File: config.mk
export PLATFORM = sky130hd
export DESIGN_NAME = priority_provider_registry
export DESIGN_NICKNAME = d
export VERILOG_FILES = /design/src/hw/rtl/prr_pkg.sv /design/src/hw/rtl/prr_slot_store.sv /design/src/hw/rtl/prr_scan_unit.sv /design/src/hw/rtl/priority_provider_registry.sv
export SDC_FILE = /design/constraint.sdc
export NUM_CORES = 1
export LEC_CHECK = 0
export BUFFER_PORTS_ARGS = -buffer_cell sky130_fd_sc_hd__buf_2
export CORE_MARGIN = 4
export CORE_UTILIZATION = 27
export CTS_CLUSTER_DIAMETER = 100
export DETAILED_ROUTE_END_ITERATION = 8
export HOLD_SLACK_MARGIN = 0.06
export PLACE_DENSITY = 0.52
export REMOVE_ABC_BUFFERS = 1
export SETUP_SLACK_MARGIN = 0.02
export SLEW_MARGIN = 5
export SYNTH_ARGS = -nofsm -noshare
export SYNTH_HDL_FRONTEND = slang
export SYNTH_HIERARCHICAL = 1
export SYNTH_SLANG_ARGS = --single-unit
File: constraint.sdc
create_clock -name clk -period 8 [get_ports clk]
set_input_delay 0.4 -clock clk [delete_from_list [all_inputs] [get_ports clk]]
set_output_delay 0.4 -clock clk [all_outputs]
set_load 0.05 [all_outputs]
File: src/hw/rtl/prr_pkg.sv
// ----------------------------------------------------------------------------
// prr_pkg
// Shared types and constants of the priority provider registry: operation and
// status codes, the command and result words, and the control groups passed
// between the sequencer, the slot store and the scan unit.
// ----------------------------------------------------------------------------
package prr_pkg;

  localparam int ID_BITS        = 16;
  localparam int NAME_BITS      = 16;
  localparam int PRIO_IN_BITS   = 16;
  localparam int COUNT_OUT_BITS = 4;
  localparam int ORDER_BITS     = 32;

  typedef enum logic [1:0] {
    OP_REGISTER   = 2'd0,
    OP_UNREGISTER = 2'd1,
    OP_QUERY      = 2'd2
  } op_t;

  typedef enum logic [1:0] {
    ST_OK        = 2'd0,
    ST_INVALID   = 2'd1,
    ST_FULL      = 2'd2,
    ST_NOT_FOUND = 2'd3
  } status_t;

  typedef struct packed {
    logic [1:0]                     opcode;
    logic [ID_BITS-1:0]             provider_id;
    logic [NAME_BITS-1:0]           name_tag;
    logic signed [PRIO_IN_BITS-1:0] priority_in;
  } in_word_t;

  typedef struct packed {
    status_t                        status;
    logic [COUNT_OUT_BITS-1:0]      entry_count;
    logic [ID_BITS-1:0]             active_id;
    logic [NAME_BITS-1:0]           lead_name;
    logic signed [PRIO_IN_BITS-1:0] lead_priority;
  } out_word_t;

  // Write controls for one slot of the store.
  typedef struct packed {
    logic set_valid;
    logic clear_valid;
    logic wr_ident;   // key and order stamp
    logic wr_meta;    // name and priority
  } wr_ctl_t;

  // What the scan over all slots has found.
  typedef struct packed {
    logic match_found;
    logic free_found;
    logic best_found;
  } scan_flags_t;

endpackage

File: src/hw/rtl/prr_slot_store.sv
// ----------------------------------------------------------------------------
// prr_slot_store
// Slot table: valid bits in flops, slot fields in memories with one write
// port and one registered read port.
// ----------------------------------------------------------------------------
module prr_slot_store
  import prr_pkg::*;
#(
  parameter int SLOTS = 8,
  parameter int AW    = 3,
  parameter int KW    = 16,
  parameter int PW    = 16
) (
  input  logic                  clk,
  input  logic                  rst,
  input  wr_ctl_t               wr_ctl,
  input  logic [AW-1:0]         wr_addr,
  input  logic [KW-1:0]         wr_key,
  input  logic [NAME_BITS-1:0]  wr_name,
  input  logic signed [PW-1:0]  wr_prio,
  input  logic [ORDER_BITS-1:0] wr_order,
  input  logic [AW-1:0]         rd_addr,
  output logic                  rd_valid,
  output logic [KW-1:0]         rd_key,
  output logic [NAME_BITS-1:0]  rd_name,
  output logic signed [PW-1:0]  rd_prio,
  output logic [ORDER_BITS-1:0] rd_order
);

  logic [SLOTS-1:0]      valid;
  logic [KW-1:0]         key_mem   [SLOTS];
  logic [NAME_BITS-1:0]  name_mem  [SLOTS];
  logic [PW-1:0]         prio_mem  [SLOTS];
  logic [ORDER_BITS-1:0] order_mem [SLOTS];

  always_ff @(posedge clk) begin
    if (rst) begin
      valid <= '0;
    end else if (wr_ctl.set_valid) begin
      valid[wr_addr] <= 1'b1;
    end else if (wr_ctl.clear_valid) begin
      valid[wr_addr] <= 1'b0;
    end
  end

  always_ff @(posedge clk) begin
    if (wr_ctl.wr_ident) begin
      key_mem[wr_addr]   <= wr_key;
      order_mem[wr_addr] <= wr_order;
    end
    if (wr_ctl.wr_meta) begin
      name_mem[wr_addr] <= wr_name;
      prio_mem[wr_addr] <= wr_prio;
    end
  end

  always_ff @(posedge clk) begin
    rd_valid <= valid[rd_addr];
    rd_key   <= key_mem[rd_addr];
    rd_name  <= name_mem[rd_addr];
    rd_prio  <= prio_mem[rd_addr];
    rd_order <= order_mem[rd_addr];
  end

endmodule

File: src/hw/rtl/prr_scan_unit.sv
// ----------------------------------------------------------------------------
// prr_scan_unit
// Compare unit applied to one slot per step: tracks the first key match, the
// first free slot and the best entry so far.
// ----------------------------------------------------------------------------
module prr_scan_unit
  import prr_pkg::*;
#(
  parameter int AW = 3,
  parameter int KW = 16,
  parameter int PW = 16
) (
  input  logic                  clk,
  input  logic                  rst,
  input  logic                  clear,
  input  logic                  step,
  input  logic [AW-1:0]         step_idx,
  input  logic [KW-1:0]         cmd_key,
  input  logic                  rd_valid,
  input  logic [KW-1:0]         rd_key,
  input  logic [NAME_BITS-1:0]  rd_name,
  input  logic signed [PW-1:0]  rd_prio,
  input  logic [ORDER_BITS-1:0] rd_order,
  output scan_flags_t           flags,
  output logic [AW-1:0]         match_idx,
  output logic [AW-1:0]         free_idx,
  output logic [KW-1:0]         best_key,
  output logic [NAME_BITS-1:0]  best_name,
  output logic signed [PW-1:0]  best_prio
);

  logic [ORDER_BITS-1:0] best_order;
  logic                  better;
  logic                  is_match;

  // Higher priority wins; on equal priority the smaller order stamp wins.
  assign better = rd_valid &&
                  (!flags.best_found || (rd_prio > best_prio) ||
                   ((rd_prio == best_prio) && (rd_order < best_order)));
  assign is_match = rd_valid && (rd_key == cmd_key);

  always_ff @(posedge clk) begin
    if (rst || clear) begin
      flags <= '0;
    end else if (step) begin
      if (!flags.match_found && is_match) begin
        flags.match_found <= 1'b1;
        match_idx         <= step_idx;
      end
      if (!flags.free_found && !rd_valid) begin
        flags.free_found <= 1'b1;
        free_idx         <= step_idx;
      end
      if (better) begin
        flags.best_found <= 1'b1;
        best_key         <= rd_key;
        best_name        <= rd_name;
        best_prio        <= rd_prio;
        best_order       <= rd_order;
      end
    end
  end

endmodule

File: src/hw/rtl/priority_provider_registry.sv
// ----------------------------------------------------------------------------
// priority_provider_registry
// Table of provider slots keyed by provider identifier, with register,
// unregister and query-active operations.
// ----------------------------------------------------------------------------
// Each command runs a scan over every slot, then the drain state and the
// commit state, before busy drops again; the result word appears on result
// with done high for exactly one cycle, the cycle in which busy is low
// again, and it is not held, so the receiver must take it then. The slot
// store is walked one slot per cycle through its single read port by one
// shared compare unit; the drain state waits for the registered read of the
// last slot and the commit state updates the table. A new command may be
// issued in the same cycle that done is shown, but not while busy is high.
module priority_provider_registry
  import prr_pkg::*;
#(
  parameter int SLOTS         = 8,
  parameter int KEY_BITS      = 16,
  parameter int PRIORITY_BITS = 16
) (
  input  logic      clk,
  input  logic      rst,
  input  logic      start,
  output logic      busy,
  input  in_word_t  command,
  output logic      done,
  output out_word_t result
);

  // Slot index width, stored key width and stored priority width. Keys and
  // priorities never need more bits than the 16-bit fields carry.
  localparam int AW   = (SLOTS > 1) ? $clog2(SLOTS) : 1;
  localparam int KW   = (KEY_BITS < ID_BITS) ? KEY_BITS : ID_BITS;
  localparam int PW   = (PRIORITY_BITS < PRIO_IN_BITS) ? PRIORITY_BITS : PRIO_IN_BITS;
  localparam int CW   = $clog2(SLOTS + 1);
  localparam int PMAX = (1 << (PW - 1)) - 1;
  localparam int PMIN = -PMAX - 1;
  localparam logic [AW-1:0] LAST_IDX = AW'(SLOTS - 1);

  // The sequencer walks the slots, waits for the last read, then commits.
  typedef enum logic [3:0] {
    S_IDLE   = 4'b0001,
    S_SCAN   = 4'b0010,
    S_DRAIN  = 4'b0100,
    S_COMMIT = 4'b1000
  } state_t;

  state_t                state;
  in_word_t              cmd;
  logic [AW-1:0]         idx;
  logic                  eval;
  logic [AW-1:0]         eval_idx;
  logic [CW-1:0]         used_count;
  logic [ORDER_BITS-1:0] next_order;

  logic                  accept;
  logic [KW-1:0]         cmd_key;
  logic signed [PW-1:0]  prio_sat;

  // Store and scan unit connections.
  wr_ctl_t               wr_ctl;
  wr_ctl_t               commit_ctl;
  logic [AW-1:0]         wr_addr;
  logic                  rd_valid;
  logic [KW-1:0]         rd_key;
  logic [NAME_BITS-1:0]  rd_name;
  logic signed [PW-1:0]  rd_prio;
  logic [ORDER_BITS-1:0] rd_order;
  scan_flags_t           flags;
  logic [AW-1:0]         match_idx;
  logic [AW-1:0]         free_idx;
  logic [KW-1:0]         best_key;
  logic [NAME_BITS-1:0]  best_name;
  logic signed [PW-1:0]  best_prio;

  // Commit results.
  status_t               status;
  logic [CW-1:0]         count_next;
  logic [ORDER_BITS-1:0] order_next;
  logic [CW+3:0]         count_wide;
  out_word_t             result_next;

  assign busy    = (state != S_IDLE);
  assign accept  = start && !busy;
  assign cmd_key = cmd.provider_id[KW-1:0];

  // Clamp the incoming priority to the signed range of the stored width.
  always_comb begin
    if (int'(cmd.priority_in) > PMAX) begin
      prio_sat = PW'(PMAX);
    end else if (int'(cmd.priority_in) < PMIN) begin
      prio_sat = PW'(PMIN);
    end else begin
      prio_sat = PW'(cmd.priority_in);
    end
  end

  // Decide the outcome of the command once the scan has seen every slot.
  always_comb begin
    wr_ctl      = '0;
    wr_addr     = match_idx;
    status      = ST_OK;
    count_next  = used_count;
    order_next  = next_order;
    result_next = '0;
    unique case (cmd.opcode)
      OP_REGISTER: begin
        if ((cmd_key == '0) || (cmd.name_tag == '0)) begin
          status = ST_INVALID;
        end else if (flags.match_found) begin
          // Known key: only name and priority change.
          wr_ctl.wr_meta = 1'b1;
        end else if (flags.free_found) begin
          wr_addr          = free_idx;
          wr_ctl.set_valid = 1'b1;
          wr_ctl.wr_ident  = 1'b1;
          wr_ctl.wr_meta   = 1'b1;
          order_next       = next_order + 1'b1;
          count_next       = used_count + 1'b1;
        end else begin
          status = ST_FULL;
        end
      end
      OP_UNREGISTER: begin
        if (cmd_key == '0) begin
          status = ST_INVALID;
        end else if (flags.match_found) begin
          wr_ctl.clear_valid = 1'b1;
          if (used_count != '0) begin
            count_next = used_count - 1'b1;
          end
        end else begin
          status = ST_NOT_FOUND;
        end
      end
      OP_QUERY: begin
        if (flags.best_found) begin
          result_next.active_id     = ID_BITS'(best_key);
          result_next.lead_name     = best_name;
          result_next.lead_priority = PRIO_IN_BITS'(best_prio);
        end else begin
          status = ST_NOT_FOUND;
        end
      end
      default: begin
        status = ST_INVALID;
      end
    endcase
    count_wide              = {4'd0, count_next};
    result_next.status      = status;
    result_next.entry_count = count_wide[COUNT_OUT_BITS-1:0];
  end

  assign commit_ctl = (state == S_COMMIT) ? wr_ctl : '0;

  // Sequencer.
  always_ff @(posedge clk) begin
    if (rst) begin
      state      <= S_IDLE;
      eval       <= 1'b0;
      done       <= 1'b0;
      used_count <= '0;
      next_order <= ORDER_BITS'(1);
    end else begin
      done     <= 1'b0;
      eval     <= (state == S_SCAN);
      eval_idx <= idx;
      unique case (state)
        S_IDLE: begin
          if (start) begin
            cmd   <= command;
            idx   <= '0;
            state <= S_SCAN;
          end
        end
        S_SCAN: begin
          if (idx == LAST_IDX) begin
            state <= S_DRAIN;
          end else begin
            idx <= idx + 1'b1;
          end
        end
        S_DRAIN: begin
          state <= S_COMMIT;
        end
        S_COMMIT: begin
          used_count <= count_next;
          next_order <= order_next;
          result     <= result_next;
          done       <= 1'b1;
          state      <= S_IDLE;
        end
        default: begin
          state <= S_IDLE;
        end
      endcase
    end
  end

  prr_slot_store #(
    .SLOTS (SLOTS),
    .AW    (AW),
    .KW    (KW),
    .PW    (PW)
  ) u_store (
    .clk      (clk),
    .rst      (rst),
    .wr_ctl   (commit_ctl),
    .wr_addr  (wr_addr),
    .wr_key   (cmd_key),
    .wr_name  (cmd.name_tag),
    .wr_prio  (prio_sat),
    .wr_order (next_order),
    .rd_addr  (idx),
    .rd_valid (rd_valid),
    .rd_key   (rd_key),
    .rd_name  (rd_name),
    .rd_prio  (rd_prio),
    .rd_order (rd_order)
  );

  prr_scan_unit #(
    .AW (AW),
    .KW (KW),
    .PW (PW)
  ) u_scan (
    .clk       (clk),
    .rst       (rst),
    .clear     (accept),
    .step      (eval),
    .step_idx  (eval_idx),
    .cmd_key   (cmd_key),
    .rd_valid  (rd_valid),
    .rd_key    (rd_key),
    .rd_name   (rd_name),
    .rd_prio   (rd_prio),
    .rd_order  (rd_order),
    .flags     (flags),
    .match_idx (match_idx),
    .free_idx  (free_idx),
    .best_key  (best_key),
    .best_name (best_name),
    .best_prio (best_prio)
  );

endmodule

==> Yosys cells after proc, flatten, opt, wreduce, memory -nomap -nowiden <==
Memories as Yosys holds them, arrays and structs flattened. A register that Yosys moved wholly into a read port is not among the register bits.
Index checks and enable logic that the tools add are counted.
{ "totals": {"reg_bits": 250, "ramBits": 640, "out_inout_bits": 56, "wordCells": 146, "mem_count": 4} }
{ "mem_list": {"columns": ["name", "depth", "width", "read_ports", "rd_clocked_by_memory_dff", "wr", "line_no", "source"], "rows": [
  ["u_store.order_mem", 8, 32, 1, 1, 1, "prr_slot_store.sv:34", "logic [ORDER_BITS-1:0] order_mem [SLOTS];"],
  ["u_store.key_mem", 8, 16, 1, 1, 1, "prr_slot_store.sv:31", "logic [KW-1:0] key_mem [SLOTS];"],
  ["u_store.name_mem", 8, 16, 1, 1, 1, "prr_slot_store.sv:32", "logic [NAME_BITS-1:0] name_mem [SLOTS];"],
  ["u_store.prio_mem", 8, 16, 1, 1, 1, "prr_slot_store.sv:33", "logic [PW-1:0] prio_mem [SLOTS];"]
]} }
{ "classes": {"addsub": 4, "order_cmp": 7, "n_eq_ne": 13, "n_mux": 50, "bitwise": 7, "n_reduce_logical": 34} }
{ "ops": {"columns": ["cell", "count"], "rows": [
  ["4-bit two-way mux", 9],
  ["32-bit by 1-bit adder with 32-bit output, second input constant", 1],
  ["16-bit equality test", 2],
  ["16-bit zero test", 2],
  ["32-bit < comparator", 1],
  ["16-bit two-way mux", 2],
  ["2-bit two-way mux", 9],
  ["3-bit two-way mux", 6],
  ["16-bit > comparator", 1],
  ["16-bit > comparator, second input constant", 1],
  ["16-bit < comparator, second input constant", 1],
  ["1-bit two-way mux", 16],
  ["8-bit two-way mux", 2],
  ["4-bit case mux with 3 select lines", 1],
  ["2-bit AND reduction", 6],
  ["3-bit AND reduction", 4],
  ["8-bit bitwise AND", 1],
  ["3-bit by 4-bit < comparator with 1-bit output, second input constant", 2],
  ["8-bit NOT", 1],
  ["8-bit bitwise OR", 1],
  ["4-bit case mux with 2 select lines", 1],
  ["1-bit logical AND", 7],
  ["2-bit case mux with 3 select lines", 1],
  ["3-bit case mux with 2 select lines", 1],
  ["24 further kinds", 36]
]} }

==> Logic depth before layout (Yosys ltp) <==
Gate-level depths: netlist of run 1.
{ "depth": {"ltp_word": 12, "depth_mapped": 9} }

==> Cells and area by module <==
The synthesis of run 1 kept the hierarchy.
{ "modules_own_cells": {"columns": ["module", "instances", "cells_each", "area_each_um2"], "rows": [
  ["prr_slot_store", 1, 1073, 26543.0],
  ["priority_provider_registry", 1, 491, 6263.5],
  ["prr_scan_unit", 1, 291, 4100.2]
]} }

==> Worst setup path after synthesis of run 1 <==
Ideal clock, no wire load.
{ "synth_path": {"kind": "reg2reg", "from": "register cmd[25] in the netlist's numbering", "to": "memory u_store.key_mem[6][0], enable pin", "setup_time_ns": 0.513, "t_arrival_ns": 5.302, "t_required_ns": 7.487, "setup_slack_ns": 2.185, "path_stages_with_launch": 7, "synth_period_minus_slack_ns": 5.815, "path_cell_list": "edfxtp_1 > nor4_1 > a41oi_4 > nand3_1 > mux2_2 > clkbuf_1 > nor3_1"} }
{ "synth_via": {"word_cells_on_any_way": 9, "cone_classes": "mux: 7; reduce/logical: 2"} }
{ "synth_lines": {"columns": ["item", "line_no", "source"], "rows": [
  ["start: declaration", "priority_provider_registry.sv:49", "in_word_t cmd;"],
  ["start signal: assignment", "priority_provider_registry.sv:171", "cmd <= command;"],
  ["16-bit zero test", "priority_provider_registry.sv:108", "if ((cmd_key == '0) || (cmd.name_tag == '0)) begin"],
  ["1-bit logical OR", "priority_provider_registry.sv:108", null],
  ["3-bit two-way mux", "priority_provider_registry.sv:108", null],
  ["3-bit two-way mux", "priority_provider_registry.sv:106", "unique case (cmd.opcode)"],
  ["named net wr_addr[0]", "priority_provider_registry.sv:63", "logic [AW-1:0] wr_addr;"],
  ["end: declaration", "prr_slot_store.sv:31", null]
]} }
The timed path passes the listed nets, and every way through them passes these cells.

==> Worst setup path after layout of run 1 <==
{ "layout_path": {"from": "register cmd[17] in the netlist's numbering", "to": "memory u_store.order_mem[4][28], enable pin"} }
{ "layout_via": {"word_cells_on_any_way": 9, "cone_classes": "mux: 7; reduce/logical: 2"} }
{ "layout_lines": {"columns": ["item", "line_no"], "rows": [
  ["16-bit zero test", "priority_provider_registry.sv:108"],
  ["1-bit logical OR", "priority_provider_registry.sv:108"],
  ["3-bit two-way mux", "priority_provider_registry.sv:108"],
  ["3-bit two-way mux", "priority_provider_registry.sv:106"],
  ["named net wr_addr[1]", "priority_provider_registry.sv:63"],
  ["end: declaration", "prr_slot_store.sv:34"]
]} }
The timed path passes the listed nets, and every way through them passes these cells.

==> results of run 1 <==
## where the power goes
| group | internal [mW] | switching (mW) | total [mW] | leakage [nW] |
|---|---|---|---|---|
| registers | 5.50 | 0.0462 | 5.54 | 8.75 |
| clock network | 2.72 | 1.83 | 4.55 | 1.56 |
| logic | 0.142 | 0.130 | 0.272 | 3.90 |
| total | 8.35 | 2.01 | 10.4 | 14.2 |
## metrics by stage
stage	instances	power [mW]
floorplan	1766	5.837
global placement	3688	5.906
detailed placement	3688	5.912
CTS	3910	10.51
global route	3910	10.74
finish	3911	10.36
## layout make-up
type	instances	area, um^2	area share
flip-flops and latches	970	27790	0.6429
clock buffers	131	2633	0.06091
multi-input cells	725	8449	0.1955
clock inverters	42	549.3	0.01271
inverters	71	266.5	0.006166
diodes	1	2.502	0.00005790
well taps	1781	2228	0.05156
repair buffers	190	1304	0.03017
## kinds of logic after synthesis
logic type                 count (synthesis)  share of synthesized area
xor gates and xnor gates                  18                   0.004272
and+or+nand+nor                          270                    0.04529
muxes                                    251                     0.1342
DFF                                      970                     0.7529
adders and majority gates                 52                    0.01763
buffers and inverters                    160                    0.02193
AOI/OAI and AO/OA                        134                    0.02380
## path summary, 6_finish.rpt
kind | endpoint | slack [ns] | cells after the start
worst max-delay path | u_store/order_mem[4][28] | 3.12 | 7
worst min register to register | u_scan/best_name[11] | 0.40 | 0
worst max register to register | u_store/order_mem[4][28] | 3.12 | 7
worst min-delay path | cmd_key[5] | 0.16 | 1
## cell usage in the layout (no fill, tap or decap), types with 49 or more instances in the layout
cell / netlist / final
buf_2: 22 / 108
inv_1: 71 / 71
mux2_4: 80 / 80
a21oi_1: 51 / 51
dfxtp_1: 134 / 134
edfxtp_1: 836 / 836
and2_1: 54 / 53
mux4_2: 161 / 161
dlygate4sd3_1: 0 / 49
clkbuf_16: 0 / 95
ha_1: 52 / 52
## per-layer routing
layer / wire, um / vias to the layer above
li1: - / 7852
met1: 34380 / 9190
met2: 40220 / 353
met3: 3399 / 95
met4: 1542 / 2
met5: 13 / -
## worst register-to-register path: cells and delay by family, from the launching register on
kind / cells / cell delay [ns]
AO/OA/AOI/OAI: 1 / 0.36
multiplexers: 1 / 0.48
AND/OR/NAND/NOR: 4 / 2.58
flip-flops: 1 / 0.49
buffers and inverters: 1 / 0.59
## state kept, by name, summed over array words and instances (netlist names), 32 cells and up, named ones only
name	count
cmd	34
next_order	32
result	54
u_scan/best_order	32
u_store/key_mem	128
u_store/name_mem	128
u_store/order_mem	256
u_store/prio_mem	128
u_store/rd_order	32
## cell usage after synthesis (all sizes together) (3+ instances only)
| cell type | n |
|---|---|
| xor2 | 14 |
| and3 | 7 |
| or3 | 7 |
| mux4 | 162 |
| nand2b | 7 |
| and4b | 3 |
| o22ai | 4 |
| nor4 | 18 |
| ha | 52 |
| buf | 45 |
| a2111oi | 4 |
| clkbuf | 44 |
| nand3 | 22 |
| a21o | 7 |
| dfxtp | 134 |
| nor2b | 3 |
| nor4bb | 3 |
| nor3 | 8 |
| xnor2 | 4 |
| o32ai | 8 |
| nand2 | 25 |
| nand3b | 4 |
| nand4 | 22 |
| and4 | 8 |
| and2 | 54 |
| mux2 | 87 |
| or3b | 4 |
| nor2 | 41 |
| a31oi | 5 |
| o31ai | 24 |
| o21ai | 18 |
| a21oi | 51 |
| inv | 71 |
| or4 | 25 |
| edfxtp | 836 |
| nor4b | 3 |
==> flow_summary.yaml, run 1 <==
status:
  status: "finished clean"
global_route:
  grt_busiest_layer: "met2"
  overflow: 0
  grt_pass1_vias: 18800
  use_met3: 0.01952
  grt_max_degree: 110
  antenna_found_initial: 2
  grt_usage: 0.1113
  grt_pass1_wl_um: 119700
  met2_usage: 0.1933
  use_met1: 0.1429
timing:
  tightest_slew_ns: 1.095
  finalSetupTns_ns: 0
  period_share: 0.6104
  hold_viol_final: 0
  fmax_mhz: 204.8
  clock_skew_ns: 0.03100
  worst_slack_ns: 3.117
  slew_headroom: 0.2630
  slew_violations: 0
  final.min_clock_period_ns: 4.883
  rsz0062_at_grt: "no"
  setup_viol: 0
  holdWs_ns: 0.1566
flow_run:
  drv_cap: 0
drt:
  drt_iter0_markers: 1209
  ant_nets: 0
  dr.pass1.iters: 5
  routedWlPerCell_um: 20.34
  drc: 0
  wirelength_um: 79550
  vias_per_cell: 4.473
  num_vias: 17490
layout:
  fill_cells: 12960
  syn2layout_area_growth_pct: 17.10
  fin_nets: 2157
  fin_util: 0.3186
  design_area_mm2: 0.04322
  drive_gt1_frac: 0.2644
clocking:
  cts_resized: 0
  path_clk_slew_ns: 0.07
  cts_root_buf: "clkbuf_16"
  clock_latency_ns: 0.65
  cts_setup_buffers: 0
  numCtsBuffers: 94
  h-tree-depth: 3
  numClockSinks: 970
  clockBufferDepth: 3
  ctsHoldBuffers: 49
  cts_tree: "done"
synth:
  ys.flop_type: "edfxtp_1"
  synth.distinct_cells: 68
  synth_top_area_frac: 0.6802
  syn_inst: 1855
  synth.avg_cell_area_um2: 19.90
  synth_edf_count: 836
  synth-seq-cells: 970
  synth_top_area_cell: "edfxtp_1"
  synth.area.top_cells: "edfxtp_1 (68%), mux4_2 (9.8%), dfxtp_1 (7.3%)"
  netlist_area_mm2: 0.03691
  yosysSeqAreaShare: 0.7529
  synth_warnings: 6
  synthArstFlopShare: 0
place:
  pre_cts_ws_ns: 3.036
  gp_congestion: 0.7434
  dp_hpwl_um: 45590
  placed_cell_area_mm2: 0.03954
  place.port_buffers: 108
worst_setup_path:
  crit_path_start_kind: "flip-flop"
  setup.worst_path.start: "cmd[17]"
  r2r_start: "cmd[17]"
  worst-setup-path-type: "flip-flop to flip-flop"
  slowest_delay_ns: 0.93
  cp-end-kind: "flip-flop"
  cp.arrival_ns: 5.16
  path_buf_inv: 1
  crit_path_cell_trace: "nor4_1 -> a41oi_4 -> nand3_1 -> mux2_2 -> or3b_2 -> nor2_4 -> buf_4"
  critPathRequiredTime_ns: 8.28
  crit_path_top_delay_cell: "nor4_1"
  critical_path.max_fanout: 25
  crit_family: "simple AND/OR/NAND/NOR gates"
floorplanning:
  core-area_mm2: 0.1356
  dieHeight_um: 377.7
  dieArea_mm2: 0.1427
  rows: 135
  ios: 109
  die_x_um: 377.7
  start_util: 0.2721
power_and_ir_drop:
  ir_worst_vdd_uv: 152.2
  p_per_area_mw_per_mm2: 239.7
  power_leakage_nw: 14.21
worst_hold_path:
  hp-class: "input pin to flip-flop"
  hold_start: "command[37]"
No activity file was read; power rests on OpenSTA's default activity.
==> run 2: changes to the inputs <==
- PLACE_DENSITY: 0.52 -> 0.53
- clock period: 8 -> 4.3 ns (I/O delays scaled with it)
==> run 2 against run 1 <==
Sequential share of layout area fell by 0.56 points. Design area rose by 0.87%. Setup slack got worse by 2.6 ns. Wire length fell by 2.2%. Via count fell by 0.18%. Critical endpoint is now u_store/order_mem[4][7]. Critical path type unchanged. Register-to-register slack got worse by 2.6 ns. Non-clock buffer count rose by 13. Die area did not move. Total power rose by 86%.
==> flow_summary.yaml, run 2 (synthesized netlist as in run 1, its figures left out) <==
worst_setup_path:
  crit_path_top_delay_cell: "nor4_1"
  crit_path_cell_trace: "nor4_1 -> a41oi_4 -> nand3_1 -> mux2_2 -> or3b_2 -> nor2_4 -> buf_12"
  r2r_start: "cmd[24]"
  crit_path_start_kind: "flip-flop"
  critPathRequiredTime_ns: 4.60
  slowest_delay_ns: 0.68
  worst-setup-path-type: "flip-flop to flip-flop"
  cp.arrival_ns: 4.06
  cp-end-kind: "flip-flop"
  r2r_setup_slack_ns: 0.54
  ff2ff_path_depth: 7
  critical_path.max_fanout: 48
  r2r_end: "u_store/order_mem[4][7]"
power_and_ir_drop:
  p_per_area_mw_per_mm2: 441.3
  power_leakage_nw: 14.31
  ir_worst_vdd_uv: 270.2
  power_mw: 19.24
layout:
  drive_gt1_frac: 0.2707
  syn2layout_area_growth_pct: 18.13
  final_common_cell: "edfxtp_1"
  fill_cells: 12870
  fin_nets: 2166
  fin_util: 0.3214
  largest_register: "u_store/order_mem"
  largest_register_ffs: 256
  layout_common_cells: "edfxtp_1 (836), mux4_2 (161), dfxtp_1 (134), buf_2 (108), clkbuf_16 (93)"
place:
  dp_hpwl_um: 46890
  place.port_buffers: 108
  gp_congestion: 0.7399
drt:
  wirelength_um: 77770
  vias_per_cell: 4.452
  drt_iter0_markers: 1283
  dr.pass1.iters: 5
  routedWlPerCell_um: 19.83
  ant_nets: 0
  drc: 0
  num_vias: 17460
worst_hold_path:
  min_to: "cmd[0]"
  min_path_cells: 2
  hp-class: "input pin to flip-flop"
  hold_start: "command[0]"
timing:
  rsz0062_at_grt: "no"
  setup_viol: 0
  period_share: 0.8750
  tightest_slew_ns: 1.082
  slew_headroom: 0.2770
  slew_violations: 0
  fmax_mhz: 265.8
  hold_viol_final: 0
  holdWs_ns: 0.2782
  clock_skew_ns: 0.02396
  final.min_clock_period_ns: 3.763
global_route:
  grt_max_degree: 165
  overflow: 0
  grt_usage: 0.1090
  antenna_found_initial: 4
  grt_pass1_wl_um: 117300
  grt_pass1_vias: 18410
floorplanning:
  dieHeight_um: 377.7
  rows: 135
  ios: 109
  dieArea_mm2: 0.1427
  start_util: 0.2721
  core-area_mm2: 0.1356
  die_x_um: 377.7
flow_run:
  drv_cap: 0
clocking:
  numClockSinks: 970
  cts_tree: "done"
  numCtsBuffers: 90
  cts_setup_buffers: 0
  cts_root_buf: "clkbuf_16"
  path_clk_slew_ns: 0.06
  clockBufferDepth: 3
  clock_latency_ns: 0.65
  h-tree-depth: 3
status:
  status: "finished clean"
-- run 2: cell types whose count changed in the layout (fill, tap and decap cells not counted), sizes merged --
cell         before  now
buf             141  151
clkbuf          131  109
clkinv           22   31
clkinvlp          2    8
diode             1    2
dlygate4sd3      49   52
inv              76   80
-- run 2: repair_timing --
item / in CTS / in global routing
hold buffers: 52 / 0
resized for setup: 0 / 0
endpoints found under the hold margin: 55 / 0
-- run 2: per-layer routing --
metal,global-route usage,wire (um),share of wire
met5,0,0,0
met4,0.03198,1550,0.020
met3,0.01843,3538,0.045
met2,0.1807,37950,0.49
met1,0.1472,34730,0.45
-- run 2: area by class of cell --
| class | instances | area, um^2 | share of cell area |
|---|---|---|---|
| inverter | 71 | 266.5 | 0.006113 |
| clock inverter | 61 | 745.7 | 0.01710 |
| clock buffer | 109 | 2437 | 0.05591 |
| sequential | 970 | 27790 | 0.6374 |
| multi-input combinational | 725 | 8456 | 0.1940 |
| timing repair buffer | 203 | 1672 | 0.03834 |
| antenna | 2 | 5.005 | 0.0001148 |
| tap | 1781 | 2228 | 0.05111 |
-- run 2: worst max-delay path, delay by kind of cell (launching register included) --
family	cells	cell delay, ns
compound gates	1	0.37
buf+inv	1	0.32
flops	1	0.51
mux	1	0.49
simple gates	4	1.68
-- run 2: through the flow --
| stage | TNS (ns) | setup slack (ns) | std cells | area, um^2 |
|---|---|---|---|---|
| 5_1_grt | 0 | 0.3296 | 3920 | 43590 |
| 2_1_floorplan | -469.56 | -3.256 | 1766 | 36360 |
| 3_3_place_gp | 0 | 0.5649 | 3698 | 39880 |
| 4_1_cts | 0 | 0.5453 | 3920 | 43590 |
| 3_5_place_dp | 0 | 0.5642 | 3698 | 39890 |
| 6_report | 0 | 0.5375 | 3922 | 43600 |
-- run 2: worst max path at each step --
| stage | startpoint | endpoint | cells after the start |
|---|---|---|---|
| after floorplan | idx[0] | u_store/rd_key[15] | 2 |
| after global placement | u_scan/best_order[7] | u_scan/best_name[11] | 9 |
| after detailed placement | cmd[25] | u_store/order_mem[4][5] | 7 |
| after CTS | cmd[25] | u_store/order_mem[4][4] | 7 |
| after global routing | cmd[24] | u_store/order_mem[1][4] | 7 |
| final | cmd[24] | u_store/order_mem[4][7] | 7 |
-- run 2: report_power, final --
group          internal, mW  leakage, nW  switching (mW)
Sequential             10.2         8.75          0.0944
Combinational         0.268         4.02           0.250
Clock                  4.89         1.54            3.51
Total                  15.4         14.3            3.86
